### config.mk
export PLATFORM = sky130hd
export DESIGN_NAME = qla_ram
export DESIGN_NICKNAME = d
export VERILOG_FILES = /design/src/rtl/qla_ram.sv
export SDC_FILE = /design/constraint.sdc
export NUM_CORES = 1
export LEC_CHECK = 0
export BUFFER_PORTS_ARGS = -buffer_cell sky130_fd_sc_hd__buf_2
export CAP_MARGIN = 20
export CORE_MARGIN = 3
export CORE_UTILIZATION = 65
export CTS_CLUSTER_SIZE = 16
export DETAILED_ROUTE_END_ITERATION = 16
export GPL_TIMING_DRIVEN = 0
export PLACE_DENSITY = 0.89
export SKIP_LAST_GASP = 1
export SLEW_MARGIN = 20
export SYNTH_ARGS = -nofsm -noshare
export SYNTH_HDL_FRONTEND = slang
export SYNTH_SLANG_ARGS = --single-unit
### constraint.sdc
create_clock -name i_clk -period 5.7 [get_ports i_clk]
set_input_delay 1.14 -clock i_clk [delete_from_list [all_inputs] [get_ports i_clk]]
set_output_delay 1.14 -clock i_clk [all_outputs]
set_load 0.03 [all_outputs]
### src/rtl/qla_ram.sv
module qla_ram #(
    parameter int WIDTH = 3,
    parameter int DEPTH = 128
) (
    input  logic                     i_clk,
    input  logic                     i_we,
    input  logic [$clog2(DEPTH)-1:0] i_waddr,
    input  logic [WIDTH-1:0]         i_wdata,
    input  logic [$clog2(DEPTH)-1:0] i_raddr,
    output logic [WIDTH-1:0]         o_rdata
);

    logic [WIDTH-1:0] r_mem [DEPTH];
    logic [WIDTH-1:0] r_rdata;

    always_ff @(posedge i_clk) begin
        if (i_we) begin
            r_mem[i_waddr] <= i_wdata;
        end
        r_rdata <= r_mem[i_raddr];
    end

    assign o_rdata = r_rdata;

endmodule

==> results of run 1 <==
==> logic make-up after synthesis <==
logic type             Yosys count  share of synthesized area (%)
buffers and inverters           42                          1.263
and+or+nand+nor                170                          4.539
muxes                          129                          18.70
DFF                            387                          75.50
==> cells in the mapped netlist <==
cell type,n
buf_1,7
nand4_1,3
nor2b_1,7
mux2_2,3
nand3_1,12
nand2b_1,2
buf_6,3
dfxtp_1,3
clkbuf_1,25
or3_1,1
nand2_1,14
buf_2,5
mux4_2,126
nor3_1,9
nor2_1,122
buf_4,2
edfxtp_1,384
==> cell type report <==
type / count / area, um^2
Timing Repair Buffer: 15 / 135.1
Sequential cell: 387 / 11590
Fill cell: 1175 / 5866
Clock inverter: 16 / 122.6
Tap cell: 313 / 391.6
Antenna cell: 1 / 2.502
Buffer: 42 / 193.9
Multi-Input combinational cell: 299 / 3568
Clock buffer: 52 / 1045
==> power groups by stage <==
stage | clock [mW] | sequential [mW] | combinational (mW)
final | 2.40 | 3.15 | 0.332
after global routing | 2.51 | 3.15 | 0.341
after detailed placement | 0 | 3.21 | 0.315
after global placement | 0 | 3.21 | 0.291
after floorplan | 0 | 3.21 | 0.172
after CTS | 2.39 | 3.15 | 0.325
==> routing by layer <==
metal / share of wire, % / track usage (%) / up-vias / wire [um]
li1: - / - / 3098 / -
met2: 50 / 52.29 / 790 / 19840
met1: 32 / 41.70 / 4169 / 12910
met4: 6.2 / 15.52 / 2 / 2449
met5: 0.033 / 0 / - / 13
met3: 11 / 7.315 / 191 / 4570
==> critical path: stages <==
cell and delay [ps]:
clkbuf_1 230, clkbuf_1 560, buf_1 740, mux4_2 420, mux4_2 560, mux4_2 520, mux2_2 290
==> flip-flops by register name (all words and copies together) (netlist names) <==
register / cells
o_rdata: 3
r_mem: 384
==> metrics by stage <==
step                      total power, mW  area (um^2)
after CTS                           5.867        17050
after global placement              3.500        15810
final                               5.884        17050
after detailed placement            3.522        15880
after global routing                5.995        17050
after floorplan                     3.386        15350
==> path summary, 6_finish.rpt <==
kind                                              start            endpoint  slack [ps]  depth (start not counted)
worst max register to register   r_mem[96][2]$_DFFE_PP_  o_rdata[2]$_DFF_P_        3250                          4
worst max-delay path                         i_raddr[2]  o_rdata[0]$_DFF_P_        1620                          7
worst min register to register  r_mem[107][0]$_DFFE_PP_  o_rdata[0]$_DFF_P_        1200                          4
worst min-delay path                         i_raddr[5]  o_rdata[0]$_DFF_P_         970                          2
==> summary.md, run 1 <==
| Metric | Value |
|---|---|
| Status | `complete, no violations` |
| Die Ht | `about 160 um` |
| Area Overhead vs Synth | `11.05%` |
| CP Data Required Time | `a little over 6000 ps` |
| Synthesized area | `~15000 um^2` |
| Detailed placement HPWL | `~24000 um` |
| Total grt overflow | `0` |
| Antenna violation net count after detailed routing | `0` |
| Synthesized area per cell | `between 20 and 25 um^2` |
| Slew headroom | `a little over a quarter` |
| P per Cell Area | `roughly 350 nW/um^2` |
| Largest net degree at the start of global routing | `between 70 and 80` |
| Synthesized instance count | `728` |
| CTS H-tree depth | `2` |
| GRT Util Overall | `32.02%` |
| Crit path launch type | `input pin` |
| Total Neg Setup Slack | `0 ps` |
| Clock skew | `10.59 ps` |
| Yosys cell types | `17` |
| Initial antenna violation count | `2` |
| Synth warn | `0` |
| Synth area leaders | `edfxtp_1 75%, mux4_2 18%, nor2_1 3.0%` |
| Final worst-path cycle share | `a little over 70%` |
| Routability congestion estimate | `0.8354` |
| Post-CTS Setup Bufs | `0` |
| Die width | `~160 um` |
| Post-synth top area cell | `edfxtp_1` |
| Clk pwr share | `between 40% and 50%` |
| Mean routed wirelength per cell | `35.36 um` |
| Commonest non-fill, non-tap cells in the layout | `384 x edfxtp_1, 126 x mux4_2, 122 x nor2_1` |
| Remaining DRCs | `0` |
| First-pass GRT wire length | `just under 60000 um` |
| Pins over their slew limit | `0` |
| Skew-Pair Late Insertion Delay | `between 500 and 600 ps` |
| CP endpoint kind | `flip-flop` |
| Initial core utilization | `67.00%` |
| Crit path DAT | `around 4500 ps` |
| Tmin final | `a little over 4000 ps` |
| Std cell rows | `55` |
| Detailed Route WL | `39780 um` |
| Worst hold path type | `input pin to flip-flop` |
| Hold slack | `roughly 970 ps` |
| I/O Buffers | `12` |
| CTS Buf Count | `38` |
| Final Util | `roughly 74%` |
| Register share of total power | `about 54%` |
| Slew @ Worst Pin | `approximately 1100 ps` |
| Logic gate share of total power | `about 5.6%` |
| Placement Setup Slack | `roughly 1200 ps` |
| Clock slew at reported path FFs | `approximately 60 ps` |
| Synth top area share | `75.10%` |
| Seq/Total Area, Yosys | `75.50%` |
| Maximum clock path buffer count | `3` |
| Final Non-Filler Cells | `approximately 1100` |
| Max Freq | `approximately 250 MHz` |
| Die Area | `25500 um^2` |
| Post-CTS sizing | `0` |
| Final WS setup | `between 1500 and 2000 ps` |
| Final Setup Violations | `0` |
| FF+latch count, synth | `a little under 400` |
| Share of layout cells above drive strength 1 | `between 20% and 30%` |
| Vias | `between 8000 and 9000` |
| Net load switching power | `between 1 and 1.5 mW` |
| Switch share | `between 20% and 30%` |
| Clock root buffer | `clkbuf_16` |
| Initial DRC Count | `about 1500` |
| VDD IR max | `approximately 0.25 mV` |
| Maxcap violations | `0` |
| Core area | `between 20000 and 25000 um^2` |
| Net count after synthesis | `around 750` |
| Hold_buf cts | `0` |
| Dpl cells | `approximately 1100` |
| Vias in the first global route | `8482` |
| I/O pin cnt | `22` |
| Hold violation count in the final report | `0` |
| Vias/cell | `around 7.3` |
| RSZ-0062 raised after global routing | `no` |
| Clk sink count | `387` |
| TritonCTS clock tree | `done` |
| Commonest non-fill, non-tap cell in the layout | `edfxtp_1` |
| Internal power | `approximately 4.6 mW` |
| Crit-path max FO | `10` |
| Crit path kind | `input pin to flip-flop` |
| DRT Pass-1 Iters | `8` |
| Final net count | `between 800 and 900` |
| Leakage Power | `~5.2 nW` |
Note: power is estimated with default switching activity, not from simulation.
==> run 2, diff against run 1 <==
--- a/config.mk
+++ b/config.mk
@@ -5,14 +5,15 @@
 export SDC_FILE = /design/constraint.sdc
 export NUM_CORES = 1
 export LEC_CHECK = 0
+export ABC_AREA = 1
 export BUFFER_PORTS_ARGS = -buffer_cell sky130_fd_sc_hd__buf_2
 export CAP_MARGIN = 20
 export CORE_MARGIN = 3
-export CORE_UTILIZATION = 65
+export CORE_UTILIZATION = 63
 export CTS_CLUSTER_SIZE = 16
 export DETAILED_ROUTE_END_ITERATION = 16
 export GPL_TIMING_DRIVEN = 0
-export PLACE_DENSITY = 0.89
+export PLACE_DENSITY = 0.87
 export SKIP_LAST_GASP = 1
 export SLEW_MARGIN = 20
 export SYNTH_ARGS = -nofsm -noshare
==> constraint.sdc (replaced) <==
create_clock -name i_clk -period 4 [get_ports i_clk]
set_input_delay 0.8 -clock i_clk [delete_from_list [all_inputs] [get_ports i_clk]]
set_output_delay 0.8 -clock i_clk [all_outputs]
set_load 0.03 [all_outputs]
==> summary.md, run 2 <==
| Metric | Value |
|---|---|
| Synthesized area per cell | `11.05 um^2` |
| # fillers | `around 1600` |
| Critical path, cell by cell | `buf_2, inv_1, nor3_1, nand2_1, clkbuf_1, nor2_1` |
| I/O Buffers | `19` |
| Crit-path max FO | `10` |
| Maximum clock path buffer count | `3` |
| Area Overhead vs Synth | `11.21%` |
| CTS Buf Count | `38` |
| Dpl cells | `1815` |
| Yosys cell types | `12` |
| Hold_buf cts | `0` |
| Number of synthesized flops with an enable pin | `between 300 and 400` |
| Post-route cell area | `roughly 18000 um^2` |
| P per Cell Area | `476.9 nW/um^2` |
| Primary FF master, synth | `edfxtp_1` |
| Skew-Pair Late Insertion Delay | `between 500 and 600 ps` |
| Net load switching power | `1.903 mW` |
| Seq/Total Area, Yosys | `between 70% and 80%` |
| Final Non-Filler Cells | `1880` |
| Top cells by count, synth | `470 x nand2_1, 384 x edfxtp_1, 351 x nand3_1` |
| Crit path DAT | `2800 ps` |
| Final net count | `1544` |
| Remaining DRCs | `0` |
| Power Total | `8.574 mW` |
| Placement Setup Slack | `slightly above 1000 ps` |
| Slowest cell on crit path | `clkbuf_1` |
| Synth area leaders | `edfxtp_1 71%, nand2_1 11%, nand3_1 11%` |
| Status | `complete, no violations` |
| Commonest non-fill, non-tap cells in the layout | `470 x nand2_1, 384 x edfxtp_1, 351 x nand3_1` |
| DRT Pass-1 Iters | `7` |
| Placement Cell Area | `about 17000 um^2` |
| Maxcap violations | `0` |
| Pins over their slew limit | `0` |
| Synthesized instance count | `roughly 1500` |
| CP endpoint kind | `flip-flop` |
| Clock slew at reported path FFs | `roughly 60 ps` |
| Vias/cell | `between 6 and 7` |
| Total Neg Setup Slack | `0 ps` |
| VDD IR max | `about 0.48 mV` |
| Hold slack | `between 500 and 600 ps` |
| GRT Util Overall | `~33%` |
| Final Setup Violations | `0` |
| Clock skew | `16.35 ps` |
| Core area | `25180 um^2` |
| Clock root buffer | `clkbuf_16` |
| I/O pin cnt | `22` |
| Antenna violation net count after detailed routing | `0` |
| Slew @ Worst Pin | `around 1200 ps` |
| Number of antenna diodes | `0` |
| Clk pwr share | `a little over 40%` |
| Vias in the first global route | `11870` |
| Final WS setup | `1383 ps` |
| FFs w/ async S/R, synth | `0%` |
| Register share of total power | `52.3%` |
| Initial antenna violation count | `0` |
| Final worst-path cycle share | `between 60% and 70%` |
| Crit path kind | `input pin to flip-flop` |
| Detailed Route WL | `between 40000 and 50000 um` |
| Post-synth top area cell | `edfxtp_1` |
| Post-CTS sizing | `0` |
| Die Ht | `between 150 and 200 um` |
| Hold violation count in the final report | `0` |
| Slew headroom | `between 20% and 30%` |
| Net count after synthesis | `~1500` |
| RSZ-0062 raised after global routing | `no` |
| Final Util | `71.40%` |
| TritonCTS clock tree | `done` |
| CP Data Required Time | `~4200 ps` |
| Logic gate share of total power | `under 10%` |
| Internal power | `roughly 6.7 mW` |
| CTS H-tree depth | `2` |
| Routability congestion estimate | `between 1 and 1.5` |
| Worst hold path type | `input pin to flip-flop` |
| Synth warn | `0` |
| Share of layout cells above drive strength 1 | `roughly 8.3%` |
| Mean routed wirelength per cell | `24.63 um` |
| Top reg by flops | `r_mem` |
| Die width | `about 170 um` |
| Max Freq | `approximately 380 MHz` |
| Vias | `around 12000` |
| Cell with the most instances after synthesis | `nand2_1` |
| Initial core utilization | `between 60% and 70%` |
| Clk sink count | `around 390` |
| Synthesized area | `16170 um^2` |
| Switch share | `between 20 and 25%` |
| CP max stage delay | `about 570 ps` |
| Largest register FFs | `384` |
| Post-CTS Setup Bufs | `0` |
| Leakage Power | `around 6.4 nW` |
| First-pass GRT wire length | `slightly below 70000 um` |
| Largest net degree at the start of global routing | `93` |
| Synth top area share | `a little under three quarters` |
| Die Area | `about 28000 um^2` |
| Commonest non-fill, non-tap cell in the layout | `nand2_1` |
| Crit path launch type | `input pin` |
| FF+latch count, synth | `about 390` |
| Tmin final | `about 2600 ps` |
| Initial DRC Count | `~2500` |
| Detailed placement HPWL | `just over 30000 um` |
| Total grt overflow | `0` |
| Std cell rows | `58` |
[run 2: cell families (layout without fill, tap and decap cells)]
kind of cell	after synthesis	after routing	synth area share (%)
buffers and inverters	113	200	3.173
AND/OR/NAND/NOR	963	963	25.14
flip-flops	387	387	71.69
[run 2: power by group through the flow]
stage	clock [mW]	combinational [mW]	sequential, mW
2_1_floorplan	0	0.299	4.58
3_3_place_gp	0	0.545	4.57
3_5_place_dp	0	0.572	4.57
4_1_cts	3.47	0.579	4.48
5_1_grt	3.64	0.639	4.48
6_report	3.49	0.608	4.48
[run 2: path summary, 6_finish.rpt]
kind	startpoint	endpoint	slack (ps)	cells past startpoint
worst max-delay path	i_waddr[2]	r_mem[23][1]$_DFFE_PP_	1380	6
worst min-delay path	i_raddr[6]	o_rdata[0]$_DFF_P_	580	3
worst max register to register	r_mem[39][0]$_DFFE_PP_	o_rdata[0]$_DFF_P_	2410	10
worst min register to register	r_mem[65][0]$_DFFE_PP_	o_rdata[0]$_DFF_P_	970	10
[run 2: final cells by class]
type	count	area, um^2	share of cell area (%)
flip-flops and latches	387	11590	64.47
multi-input cells	963	4064	22.60
clock buffers	51	1064	5.915
plain buffers	89	422.9	2.352
well taps	330	412.9	2.296
repair buffers	22	196.4	1.093
clock inverters	14	138.9	0.7724
inverters	24	90.09	0.5010
[run 2: worst max-delay path: cells and delay by family]
| kind | cells | cell delay (ps) |
|---|---|---|
| buf+inv | 3 | 820 |
| simple gates | 3 | 1180 |
[run 2: layer usage]
metal	up-vias	track usage [%]	wire (um)
met2	1144	51.79	21050
met1	5674	42.35	15290
met3	242	10.88	7272
met4	2	15.44	2595
met5	-	2.261	86
li1	5205	-	-
