<file path="src/rtl/qla_pkg.sv">
package qla_pkg;

    localparam int MAX_DIM  = 128;
    localparam int DIM_W    = $clog2(MAX_DIM);
    localparam int DIMC_W   = DIM_W + 1;
    localparam int CELL_AW  = 2 * DIM_W;
    localparam int BANK_AW  = CELL_AW + 1;
    localparam int NCELLS   = MAX_DIM * MAX_DIM;
    localparam int CFG_W    = 8;
    localparam int CELL_W   = 3;
    localparam int POP_W    = 15;
    localparam int GEN_W    = 32;
    localparam int RESET_DIM = 100;

    localparam logic [DIMC_W-1:0] DIM_LAST = DIMC_W'(MAX_DIM);
    localparam logic [POP_W-1:0]  POP_MAX  = '1;
    localparam logic [CELL_W-1:0] COLOR_MAX = 3'd4;

    typedef enum logic [1:0] {
        ACT_WRITE = 2'd0,
        ACT_READ  = 2'd1,
        ACT_STEP  = 2'd2,
        ACT_CLEAR = 2'd3
    } t_action;

    typedef enum logic {
        CFG_ROWS = 1'b0,
        CFG_COLS = 1'b1
    } t_cfg_idx;

    typedef struct packed {
        t_action             action;
        logic [DIM_W-1:0]    row;
        logic [DIM_W-1:0]    col;
        logic [CELL_W-1:0]   color;
    } t_in;

    typedef struct packed {
        logic [CELL_W-1:0]   cell_value;
        logic [POP_W-1:0]    population;
        logic [GEN_W-1:0]    generation;
    } t_out;

    // Port bundle of the board memory.
    typedef struct packed {
        logic                we;
        logic [BANK_AW-1:0]  waddr;
        logic [CELL_W-1:0]   wdata;
        logic [BANK_AW-1:0]  raddr;
    } t_mem_req;

    // Three vertically adjacent cells: index 0 top, 1 middle, 2 bottom.
    typedef logic [2:0][CELL_W-1:0] t_col;

    function automatic logic [DIMC_W-1:0] eff_dim(input logic [CFG_W-1:0] r);
        logic [DIMC_W-1:0] res;
        if (r == '0) begin
            res = DIMC_W'(1);
        end else if (int'(r) > MAX_DIM) begin
            res = DIM_LAST;
        end else begin
            res = DIMC_W'(r);
        end
        return res;
    endfunction

    // Quad-Life rule for one cell given its eight neighbours.
    function automatic logic [CELL_W-1:0] next_cell(
        input logic [CELL_W-1:0]        cur,
        input logic [7:0][CELL_W-1:0]   nb
    );
        logic [3:0]        cnt [1:4];
        logic [3:0]        total;
        logic [CELL_W-1:0] best_c;
        logic [CELL_W-1:0] missing;
        logic [CELL_W-1:0] res;
        total   = '0;
        best_c  = '0;
        missing = 3'd1;
        for (int k = 1; k <= 4; k++) begin
            cnt[k] = '0;
            for (int i = 0; i < 8; i++) begin
                if (nb[i] == CELL_W'(k)) begin
                    cnt[k] = cnt[k] + 4'd1;
                end
            end
            total = total + cnt[k];
        end
        for (int k = 1; k <= 4; k++) begin
            if (cnt[k] >= 4'd2) begin
                best_c = CELL_W'(k);
            end
            if (k >= 2 && cnt[k] == '0) begin
                missing = CELL_W'(k);
            end
        end
        if (cur == '0) begin
            if (total == 4'd3) begin
                res = (best_c != '0) ? best_c : missing;
            end else begin
                res = '0;
            end
        end else begin
            res = (total == 4'd2 || total == 4'd3) ? cur : '0;
        end
        return res;
    endfunction

endpackage

</file>
<file path="src/rtl/qla_ram.sv">
module qla_ram #(
    parameter int WIDTH = 3,
    parameter int DEPTH = 128
) (
    input  logic                     i_clk,
    input  logic                     i_we,
    input  logic [$clog2(DEPTH)-1:0] i_waddr,
    input  logic [WIDTH-1:0]         i_wdata,
    input  logic [$clog2(DEPTH)-1:0] i_raddr,
    output logic [WIDTH-1:0]         o_rdata
);

    logic [WIDTH-1:0] r_mem [DEPTH];
    logic [WIDTH-1:0] r_rdata;

    always_ff @(posedge i_clk) begin
        if (i_we) begin
            r_mem[i_waddr] <= i_wdata;
        end
        r_rdata <= r_mem[i_raddr];
    end

    assign o_rdata = r_rdata;

endmodule

</file>
<file path="src/rtl/qla_gen.sv">
module qla_gen (
    input  logic                         i_clk,
    input  logic                         i_rst_n,
    input  logic                         i_start,
    input  logic                         i_bank,
    input  logic [qla_pkg::DIMC_W-1:0]   i_nr,
    input  logic [qla_pkg::DIMC_W-1:0]   i_nc,
    input  logic [qla_pkg::CELL_W-1:0]   i_rdata,
    output qla_pkg::t_mem_req            o_req,
    output logic                         o_done,
    output logic [qla_pkg::POP_W-1:0]    o_pop
);
    import qla_pkg::*;

    // Read stage: raster position of the bottom row of the window.
    logic              r_run;
    logic [DIMC_W-1:0] r_s;
    logic [DIMC_W-1:0] r_j;
    // Data stage and compute stage tags.
    logic              r_b_v;
    logic [DIMC_W-1:0] r_b_s;
    logic [DIMC_W-1:0] r_b_j;
    logic              r_c_v;
    logic [DIMC_W-1:0] r_c_s;
    logic [DIMC_W-1:0] r_c_j;
    logic              r_done;
    logic [POP_W-1:0]  r_pop;
    t_col              r_wl;
    t_col              r_wm;
    t_col              r_wr;

    logic [CELL_W-1:0] lb0_rdata;
    logic [CELL_W-1:0] lb1_rdata;
    logic              lb_we;
    t_col              new_col;
    logic              col_ok;
    logic [DIMC_W-1:0] c_row;
    logic [DIMC_W-1:0] c_colm;
    logic              c_write;
    logic              c_inside;
    logic [CELL_W-1:0] c_val;
    logic [7:0][CELL_W-1:0] nb;

    // Line buffers: lb0 holds the row above the bottom row, lb1 the one above that.
    qla_ram #(.WIDTH(CELL_W), .DEPTH(MAX_DIM)) u_lb0 (
        .i_clk   (i_clk),
        .i_we    (lb_we),
        .i_waddr (r_b_j[DIM_W-1:0]),
        .i_wdata (new_col[2]),
        .i_raddr (r_j[DIM_W-1:0]),
        .o_rdata (lb0_rdata)
    );

    qla_ram #(.WIDTH(CELL_W), .DEPTH(MAX_DIM)) u_lb1 (
        .i_clk   (i_clk),
        .i_we    (lb_we),
        .i_waddr (r_b_j[DIM_W-1:0]),
        .i_wdata (new_col[1]),
        .i_raddr (r_j[DIM_W-1:0]),
        .o_rdata (lb1_rdata)
    );

    assign lb_we = r_b_v && (r_b_j != DIM_LAST);

    // Cells outside the region in use read as dead.
    always_comb begin
        col_ok     = r_b_j < i_nc;
        new_col[2] = (col_ok && r_b_s < i_nr) ? i_rdata : '0;
        new_col[1] = (col_ok && r_b_s != '0 && (r_b_s - DIMC_W'(1)) < i_nr)
                     ? lb0_rdata : '0;
        new_col[0] = (col_ok && r_b_s > DIMC_W'(1) && (r_b_s - DIMC_W'(2)) < i_nr)
                     ? lb1_rdata : '0;
    end

    always_comb begin
        nb       = {r_wl[0], r_wl[1], r_wl[2], r_wm[0], r_wm[2], r_wr[0], r_wr[1], r_wr[2]};
        c_row    = r_c_s - DIMC_W'(1);
        c_colm   = r_c_j - DIMC_W'(1);
        c_write  = r_c_v && r_c_s != '0 && r_c_j != '0;
        c_inside = (c_row < i_nr) && (c_colm < i_nc);
        c_val    = c_inside ? next_cell(r_wm[1], nb) : '0;
    end

    always_comb begin
        o_req.raddr = {i_bank, r_s[DIM_W-1:0], r_j[DIM_W-1:0]};
        o_req.we    = c_write;
        o_req.waddr = {~i_bank, c_row[DIM_W-1:0], c_colm[DIM_W-1:0]};
        o_req.wdata = c_val;
    end

    always_ff @(posedge i_clk) begin
        if (!i_rst_n) begin
            r_run  <= 1'b0;
            r_b_v  <= 1'b0;
            r_c_v  <= 1'b0;
            r_done <= 1'b0;
            r_s    <= '0;
            r_j    <= '0;
            r_pop  <= '0;
        end else begin
            r_b_v  <= r_run;
            r_c_v  <= r_b_v;
            r_done <= r_c_v && r_c_s == DIM_LAST && r_c_j == DIM_LAST;
            if (i_start) begin
                r_run <= 1'b1;
                r_s   <= '0;
                r_j   <= '0;
                r_pop <= '0;
            end else begin
                if (r_run) begin
                    if (r_j == DIM_LAST) begin
                        r_j <= '0;
                        if (r_s == DIM_LAST) begin
                            r_run <= 1'b0;
                        end else begin
                            r_s <= r_s + DIMC_W'(1);
                        end
                    end else begin
                        r_j <= r_j + DIMC_W'(1);
                    end
                end
                if (c_write && c_val != '0 && r_pop != POP_MAX) begin
                    r_pop <= r_pop + POP_W'(1);
                end
            end
        end
    end

    always_ff @(posedge i_clk) begin
        r_b_s <= r_s;
        r_b_j <= r_j;
        r_c_s <= r_b_s;
        r_c_j <= r_b_j;
        if (r_b_v) begin
            if (r_b_j == '0) begin
                r_wl <= '0;
                r_wm <= '0;
            end else begin
                r_wl <= r_wm;
                r_wm <= r_wr;
            end
            r_wr <= new_col;
        end
    end

    assign o_done = r_done;
    assign o_pop  = r_pop;

endmodule

</file>
<file path="config.mk">
export PLATFORM = sky130hd
export DESIGN_NAME = qla_gen
export DESIGN_NICKNAME = d
export VERILOG_FILES = /design/src/rtl/qla_pkg.sv /design/src/rtl/qla_ram.sv /design/src/rtl/qla_gen.sv
export SDC_FILE = /design/constraint.sdc
export NUM_CORES = 1
export LEC_CHECK = 0
export CORE_UTILIZATION = 50
export DETAILED_ROUTE_END_ITERATION = 12
export DONT_BUFFER_PORTS = 1
export PLACE_DENSITY = 0.74
export SYNTH_ARGS = -nofsm -noshare
export SYNTH_HDL_FRONTEND = slang
export SYNTH_HIERARCHICAL = 1
export SYNTH_SLANG_ARGS = --single-unit
</file>
<file path="constraint.sdc">
create_clock -name i_clk -period 11.49 [get_ports i_clk]
set_input_delay 3.447 -clock i_clk [delete_from_list [all_inputs] [get_ports i_clk]]
set_output_delay 3.447 -clock i_clk [all_outputs]
set_load 0.01 [all_outputs]
</file>
==> qor.txt, run 1 <==
Status -> completed
Clock Sinks -> 868
Post-synth top area cell -> edfxtp_1
Crit path largest cell delay -> 540 ps
Crit path DAT -> 7670 ps
First-pass DRT Iterations -> 7
Worst-margin pin slew -> 1253 ps
WS Path Type -> reg2out
TritonCTS Buffers -> 85
First-pass GRT wire length -> 128900 µm
Maxcap violations -> 0
CORE AREA -> 76080 µm²
Routing usage on met2 -> 35.96%
Clk pwr share -> 42.2%
Power Density -> 151.6 nW/µm²
Switching Fraction -> 20.85%
HP Class -> reg2reg
Ant. Diodes -> 0
Crit path buffers/inverters -> 4
Library cells used by synthesis -> 82
Crit path launch type -> register
Yosys reg bits -> 868
Seq/Total Area, Yosys -> 65.75%
Syn Nets -> 2425
Max FO, Critical Path -> 5
Worst-skew pair later-pin latency -> 640 ps
Die Width -> 279.6 µm
RSZ-0062 raised after global routing -> false
# IOs -> 73
Worst VDD drop -> 105.9 µV
Vias -> 20764
Placer Congestion -> 0.8878
Nets -> 2424
Port Buffers -> 0
Max_slew headroom -> 16.22%
Final Hold Vio Count -> 0
CTS tree -> yes
Setup crit end kind -> output pin
Top-count cell post-synth -> edfxtp_1
Crit path max-delay family -> adder cells
Root buffer cell -> clkbuf_16
Hold path start -> r_j[7]$_SDFFE_PP0P_
Met3 usage -> 4.187%
Avg Inst Size Synth -> 16.67 µm²
Drt wl/cell -> 24.84 µm
Floorplan row count -> 101
Post-synth top cells -> 795 x edfxtp_1, 312 x nor2_1, 252 x mux4_2
Post-Synthesis Cell Area -> 38530 µm²
DRT antenna net count -> 0
Clock slew at reported path FFs -> 60 ps
Dpl hpwl -> 53180 µm
Slowest stage cell on the critical path -> fa_1
Layout cells sized above 1 -> 20.26%
Core Util, Final -> 55.66%
Final setup vio count -> 0
Final TNS setup -> 0 ps
Int Pwr -> 5.082 mW
Starting DRT DRC Count -> 1971
Fmax -> 89.97 MHz
Post-synth top area share -> 61.96%
Die area -> 78180 µm²
Via density -> 6.091
Static leakage -> 13.13 nW
Fraction of registers with async set/reset -> 0%
Total Power -> 6.420 mW
Initial antenna violation count -> 0
Switch Pwr -> 1.339 mW
Crit-path most repeated cell -> ha_1
Overall routing resource usage -> 21.86%
DP Area -> 39500 µm²
Post-route cell area -> 42350 µm²
Clock tree buffer depth -> 3
Area Growth Syn to Fin -> 9.901%
EDFF count, synth -> 795
Top FF cell, synth -> edfxtp_1
Met1 Track Usage GR -> 29.65%
Total wire length -> 84680 µm
Fin. max-slew vios -> 0
Final Skew -> 18.88 ps
CP required -> 8040 ps
Initial core utilization -> 50.65%
WHS -> 368.0 ps
Drc violations -> 0
Final Critical Period -> 11110 ps
Largest net degree at the start of global routing -> 100
Worst Setup SP -> nb[5]$_DFFE_PP_
DIE HEIGHT -> 279.6 µm
Share of power burned in registers -> 53.6%
Via count of the first global-routing pass -> 21220
Combinational power share -> 4.2%
Gr busiest metal -> met2
CTS H-tree lvls -> 3
FF-to-FF Start -> nb[5]$_DFFE_PP_
Tcrit/Tclk final -> 96.73%
Most area-consuming cells after synthesis -> edfxtp_1 62%, mux4_2 15%, dfxtp_1 3.8%, nor2_1 3.0%, ha_1 2.7%
Gr ovfl total -> 0
Cell count after synthesis -> 2312
Synthesis warning total -> 6
power groups by stage:
stage	Clock, mW	Combinational, mW	Sequential [mW]
detailed placement	0	0.263	3.51
floorplan	0	0.206	3.50
global placement	0	0.253	3.51
finish	2.71	0.268	3.44
global route	2.87	0.292	3.44
CTS	2.76	0.264	3.44
path summary, 6_finish.rpt:
kind	end	slack (ps)	cells past startpoint
worst max-delay path	o_req[17]	380	33
worst min-delay path	r_b_j[7]$_DFF_P_	370	0
worst max register to register	o_pop[5]$_SDFFE_PP0P_	3660	35
worst min register to register	r_b_j[7]$_DFF_P_	370	0
cells in the final DEF (no fill, tap or decap), drive strengths merged, types with 10 or more instances in the layout:
cell type	count
a21oi	25
a31oi	10
and2	11
and3	16
buf	32
clkbuf	113
clkinv	24
dfxtp	73
edfxtp	795
ha	84
inv	70
mux2i	12
mux4	252
nand2	101
nand2b	21
nand3	45
nand4	18
nor2	313
nor2b	44
nor3	33
nor3b	23
o21ai	17
xnor2	66
xor2	36
cells by family after synthesis:
kind of cell / count (synthesis) / share of synthesized area [%]
fa+ha+maj: 90 / 3.039
buf+inv: 183 / 2.182
xor+xnor: 111 / 2.987
compound gates: 112 / 2.192
flops: 868 / 65.75
mux: 272 / 15.28
simple gates: 676 / 8.573
stage by stage:
stage | std cells | worst slack, ps
final | 3409 | 375.3
after global routing | 3409 | 34.94
after CTS | 3407 | 14.36
after detailed placement | 3252 | 679.5
after global placement | 3252 | 967.2
after floorplan | 2312 | 1289
worst register-to-register path: cells and delay by family, from the launching register on:
kind            cells  cell delay, ps
flops               1             460
compound gates      7            1280
simple gates        8            1280
buf+inv             4             240
fa+ha+maj           9            3220
xor+xnor            7            1240
final cells by class:
type | instances | area [µm²]
Clock buffer | 113 | 2262
Clock inverter | 42 | 455.4
Fill cell | 5682 | 33730
Inverter | 63 | 236.5
Multi-Input combinational cell | 1261 | 12500
Sequential cell | 868 | 25350
Tap cell | 1030 | 1289
Timing Repair Buffer | 32 | 252.7
metal layers:
layer  wire, µm  share of wire [%]  vias to the layer above
met4       2345                2.8                        0
li1           -                  -                     8969
met5          0                  0                        -
met1      33700                 40                    10792
met2      42090                 50                      845
met3       6538                7.7                      158
repair_timing:
item	4_1_cts	5_1_grt
hold buffers	0	0
hold endpoints to repair	0	0
endpoints found under the setup margin	0	3
resized for setup	0	21
buffers inserted	0	2
flip-flops by register name, indices dropped and copies added (netlist names):
name and cells:
u_lb0/r_mem 384, u_lb1/r_mem 384, nb 24, o_pop 15, r_b_j 8, r_b_s 8
r_c_j 8, r_c_s 8, r_j 8, r_s 8, r_wm 3, u_lb0/o_rdata 3
u_lb1/o_rdata 3, o_done 1, r_b_v 1, r_c_v 1, r_run 1
(Power assumes the default switching activity.)
==> run 2: changes to the inputs <==
REMOVE_ABC_BUFFERS = 1   (was unset)
==> qor.txt, run 2 (synthesis gave the netlist of run 1 again) <==
HP Class -> reg2reg
Slowest stage cell on the critical path -> or4b_1
Worst R2R Path Depth -> 30 (-14%)
CTS H-tree lvls -> 3 (unchanged)
Clock tree buffer depth -> 3 (unchanged)
TritonCTS Buffers -> 87 (+2.4%)
Max FO, Critical Path -> 6 (+1)
Fmax -> 89.72 MHz (-0.27%)
CP required -> 8040 ps (about the same)
Worst Setup SP -> nb[5]$_DFFE_PP_
Crit path largest cell delay -> 540 ps (about the same)
Initial antenna violation count -> 0 (unchanged)
Most frequent cells in the layout -> 795 x edfxtp_1, 305 x nor2_1, 252 x mux4_2
Total wire length -> 85960 µm (+1.5%)
Overall routing resource usage -> 22.14% (+0.28 points)
Crit path DAT -> 7700 ps (+30 ps)
Via count of the first global-routing pass -> 21245 (+0.12%)
Final Skew -> 38.89 ps (+20.01 ps)
Core Util, Final -> 56.12% (+0.46 points)
Layout cells sized above 1 -> 20.81% (+0.55 points)
Worst-margin pin slew -> 1209 ps (-44.54 ps)
Reg2Reg Setup Slack -> 3590 ps (-70 ps)
Die Width -> 279.6 µm (unchanged)
Vias -> 20867 (+0.50%)
Clock Sinks -> 868 (unchanged)
Crit path launch type -> register
Most common cell after layout, fill and taps aside -> edfxtp_1
Drc violations -> 0 (unchanged)
Initial core utilization -> 50.65% (unchanged)
Int Pwr -> 5.335 mW (+5.0%)
Clk pwr share -> 45.0% (+2.8 points)
Dpl hpwl -> 52680 µm (-0.95%)
Clock slew at reported path FFs -> 60 ps (about the same)
Die area -> 78180 µm² (unchanged)
Placer Congestion -> 0.8885 (about the same)
Crit Reg-Reg Endpoint -> o_pop[5]$_SDFFE_PP0P_
WS Path Type -> reg2out
Gr ovfl total -> 0 (unchanged)
Switch Pwr -> 1.409 mW (+5.2%)
CORE AREA -> 76080 µm² (unchanged)
Max_slew headroom -> 19.42% (+3.2 points)
Final Hold Vio Count -> 0 (unchanged)
# IOs -> 73 (unchanged)
Port Buffers -> 0 (unchanged)
Root buffer cell -> clkbuf_16
FF-to-FF Start -> nb[5]$_DFFE_PP_
Ant. Diodes -> 0 (unchanged)
CTS tree -> yes
First-pass DRT Iterations -> 6 (-1)
Worst VDD drop -> 113.2 µV (+6.8%)
Combinational power share -> 3.9% (-0.3 points)
Starting DRT DRC Count -> 2075 (+5.3%)
Tcrit/Tclk final -> 97.00% (+0.27 points)
Final Critical Period -> 11150 ps (+30.64 ps)
Setup crit end kind -> output pin
DIE HEIGHT -> 279.6 µm (unchanged)
Switching Fraction -> 20.89% (+0.038 points)
Drt wl/cell -> 25.15 µm (+1.2%)
Largest net degree at the start of global routing -> 122 (+22%)
Worst-skew pair later-pin latency -> 660 ps (+20 ps)
CP Capture Point -> o_req[17]
DRT antenna net count -> 0 (unchanged)
Static leakage -> 13.33 nW (+1.5%)
WHS -> 381.2 ps (+13.13 ps)
Maxcap violations -> 0 (unchanged)
Via density -> 6.105 (+0.23%)
First-pass GRT wire length -> 130300 µm (+1.1%)
Status -> completed
Power Density -> 158.0 nW/µm² (+4.2%)
Share of power burned in registers -> 51.0% (-2.6 points)
Area Growth Syn to Fin -> 10.80%
Floorplan row count -> 101 (unchanged)
Hold_buf cts -> 0 (unchanged)
Fin. max-slew vios -> 0 (unchanged)
Final setup vio count -> 0 (unchanged)
Nets -> 2426 (+0.083%)
==> run 2: metal layers <==
layer	share of wire [%]	track usage, %
met1	40	30.20
met4	2.3	6.375
met3	8.1	4.404
met2	50	36.31
met5	0	0
==> run 2: how the worst min path moves through the flow <==
stage / cells after the start / startpoint / to
after floorplan: 0 / r_j[7]$_SDFFE_PP0P_ / r_b_j[7]$_DFF_P_
after global placement: 0 / r_j[7]$_SDFFE_PP0P_ / r_b_j[7]$_DFF_P_
after detailed placement: 0 / r_j[7]$_SDFFE_PP0P_ / r_b_j[7]$_DFF_P_
after CTS: 0 / r_j[7]$_SDFFE_PP0P_ / r_b_j[7]$_DFF_P_
after global routing: 0 / r_j[7]$_SDFFE_PP0P_ / r_b_j[7]$_DFF_P_
final: 0 / r_j[7]$_SDFFE_PP0P_ / r_b_j[7]$_DFF_P_
==> run 2: power groups by stage <==
stage | registers (mW) | clock network, mW | logic (mW)
2_1_floorplan | 3.52 | 0 | 0.201
3_3_place_gp | 3.51 | 0 | 0.254
3_5_place_dp | 3.51 | 0 | 0.261
4_1_cts | 3.44 | 3.09 | 0.264
5_1_grt | 3.44 | 3.20 | 0.291
6_report | 3.44 | 3.04 | 0.266
==> run 2: cell type report <==
| type | count | area (µm²) |
|---|---|---|
| clock buffers | 98 | 2280 |
| clock inverters | 66 | 847.1 |
| fillers | 5672 | 33380 |
| inverters | 63 | 236.5 |
| multi-input cells | 1261 | 12440 |
| flip-flops and latches | 868 | 25350 |
| well taps | 1030 | 1289 |
| repair buffers | 32 | 252.7 |
==> run 2: what timing repair did <==
| item | in CTS | in global routing |
|---|---|---|
| setup endpoints to repair | 3 | 3 |
| setup buffers | 0 | 3 |
| cloned | 0 | 0 |
| resized for setup | 1 | 10 |
| pin swaps | 0 | 3 |
==> run 2: per-stage QoR <==
step                TNS (ps)  cells  setup slack [ps]  power [mW]  area (µm²)
finish                     0   3418             344.6       6.744       42690
global route          -223.5   3418            -84.18       6.931       42690
CTS                        0   3415            0.6537       6.792       42630
detailed placement         0   3251             702.6       3.769       39500
global placement           0   3251             987.7       3.762       39500
floorplan                  0   2192             490.0       3.722       37930
==> run 2: worst max-delay path: cells and delay by family (launching register included) <==
kind / cells / cell delay (ps)
simple gates: 5 / 1140
flops: 1 / 450
fa+ha+maj: 8 / 2850
compound gates: 6 / 1070
buf+inv: 1 / 40
xor+xnor: 7 / 1470
==> run 3: changes to the inputs <==
CORE_ASPECT_RATIO = 2   (was unset)
CORE_MARGIN = 2   (was unset)
==> qor.txt, run 3 (synthesis gave the netlist of run 1 again) <==
Worst-skew pair later-pin latency -> 650 ps (about the same)
Nets -> 2409 (-0.70%)
Fin. max-slew vios -> 0 (unchanged)
Total Power -> 6.294 mW (-6.7%)
WHS -> 394.0 ps (+12.80 ps)
DRT antenna net count -> 0 (unchanged)
Hold_buf cts -> 0 (unchanged)
Final Skew -> 27.70 ps (-11.19 ps)
Worst VDD drop -> 99.50 µV (-12%)
Post-route cell area -> 42040 µm² (-1.5%)
Hold Path Stages -> 0 (unchanged)
Placed Cells -> 3242 (-0.28%)
Via density -> 6.106 (about the same)
Final setup vio count -> 0 (unchanged)
TritonCTS Buffers -> 71 (-18%)
DIE HEIGHT -> 396.6 µm (+42%)
First-pass GRT wire length -> 133300 µm (+2.3%)
Fmax -> 89.73 MHz (about the same)
Ant. Diodes -> 0 (unchanged)
Final Critical Period -> 11140 ps (-0.6520 ps)
Largest net degree at the start of global routing -> 117 (-4.1%)
CTS tree -> yes
Register area -> 25350 µm² (unchanged)
Gr ovfl total -> 0 (unchanged)
Stages on worst setup path -> 33 (+22%)
Place WS -> 727.8 ps (+25.21 ps)
Overall routing resource usage -> 22.57% (+0.43 points)
Final std cells w/o fill -> 3372 (-1.3%)
CP required -> 8040 ps (about the same)
Vias -> 20591 (-1.3%)
Placer Congestion -> 0.8611 (-3.1%)
Final TNS setup -> 0 ps (unchanged)
DP Area -> 39470 µm² (about the same)
Static leakage -> 12.99 nW (-2.5%)
Power Density -> 149.7 nW/µm² (-5.2%)
Port Buffers -> 0 (unchanged)
Initial core utilization -> 50.20% (-0.45 points)
Tcrit/Tclk final -> 97.00% (about the same)
WS Path Type -> reg2out
Total wire length -> 89240 µm (+3.8%)
Max FO, Critical Path -> 5 (-1)
Max_slew headroom -> 13.59% (-5.8 points)
Worst setup margin -> 345.3 ps (+0.6520 ps)
Starting DRT DRC Count -> 1845 (-11%)
Area Growth Syn to Fin -> 9.105%
Crit path largest cell delay -> 550 ps (about the same)
Floorplan row count -> 144 (+43%)
Status -> completed
HP Class -> reg2reg
Crit path launch type -> register
CORE AREA -> 76750 µm² (+0.89%)
Worst R2R Path Depth -> 35 (+17%)
Setup crit end kind -> output pin
Initial antenna violation count -> 0 (unchanged)
Crit path DAT -> 7700 ps (about the same)
Crit-path most repeated cell -> ha_1
Drc violations -> 0 (unchanged)
Clock Sinks -> 868 (unchanged)
Die area -> 79430 µm² (+1.6%)
First-pass DRT Iterations -> 7 (+1)
Dpl hpwl -> 59330 µm (+13%)
Root buffer cell -> clkbuf_16
CTS H-tree lvls -> 3 (unchanged)
FILL cells -> 5906 (+4.1%)
Die Width -> 200.3 µm (-28%)
Clock slew at reported path FFs -> 60 ps (about the same)
Multi-input gate area -> 12470 µm² (+0.25%)
Clock tree buffer depth -> 3 (unchanged)
Maxcap violations -> 0 (unchanged)
Core Util, Final -> 54.77% (-1.3 points)
Most common cell after layout, fill and taps aside -> edfxtp_1
Most frequent cells in the layout -> 795 x edfxtp_1, 306 x nor2_1, 252 x mux4_2
Slowest stage cell on the critical path -> fa_1
Crit path max-delay family -> adder cells
Worst-margin pin slew -> 1293 ps (+83.86 ps)
Drt wl/cell -> 26.47 µm (+5.2%)
Crit path buffers/inverters -> 4 (+3)
# IOs -> 73 (unchanged)
Via count of the first global-routing pass -> 21830 (+2.8%)
Layout cells sized above 1 -> 19.45% (-1.4 points)
Final Hold Vio Count -> 0 (unchanged)
## run 3: cell count changes in the layout (fill, tap and decap cells not counted), moves of 2 or more
cell       delta
bufinv_16     -2
inv_8         -2
clkbuf_1      +6
clkinv_2     -16
clkbuf_16    -14
clkinv_16     -3
## run 3: metal layers
metal  up-vias  part of all wire [%]  routed length [µm]  GRT usage [%]
li1       8928                     -                   -              -
met1     10655                    32               28890          22.66
met2       749                    56               50410          43.72
met3       259                   4.7                4198          3.051
met4         0                   6.4                5735          13.60
met5         -                     0                   0              0
## run 3: layout make-up
cell class,count,area share (%)
sequential,868,60.29
multi-input combinational,1261,29.67
clock buffer,89,4.610
tap,1022,3.042
clock inverter,38,1.268
inverter,63,0.5625
timing repair buffer,31,0.5536
## run 3: worst reg2reg max path, delay by kind of cell (launching register included)
kind	cells	cell delay [ps]
adders and majority gates	9	3200
AOI/OAI and AO/OA	7	1270
xor gates and xnor gates	7	1230
and+or+nand+nor	8	1280
DFF	1	470
buffers and inverters	4	250
## run 3: final timing paths
path                        from                    end  slack, ps
max              nb[5]$_DFFE_PP_              o_req[16]        350
min          r_j[7]$_SDFFE_PP0P_       r_b_j[7]$_DFF_P_        390
max reg2reg      nb[5]$_DFFE_PP_  o_pop[5]$_SDFFE_PP0P_       3680
min reg2reg  r_j[7]$_SDFFE_PP0P_       r_b_j[7]$_DFF_P_        390
## run 3: where the power goes
group	internal, mW	switching (mW)
Clock	1.49	1.09
Combinational	0.115	0.157
Sequential	3.43	0.0133
## run 3: repair_timing
action / in CTS / in global routing
resized for setup: 0 / 16
endpoints found under the setup margin: 0 / 3
buffers inserted: 0 / 3
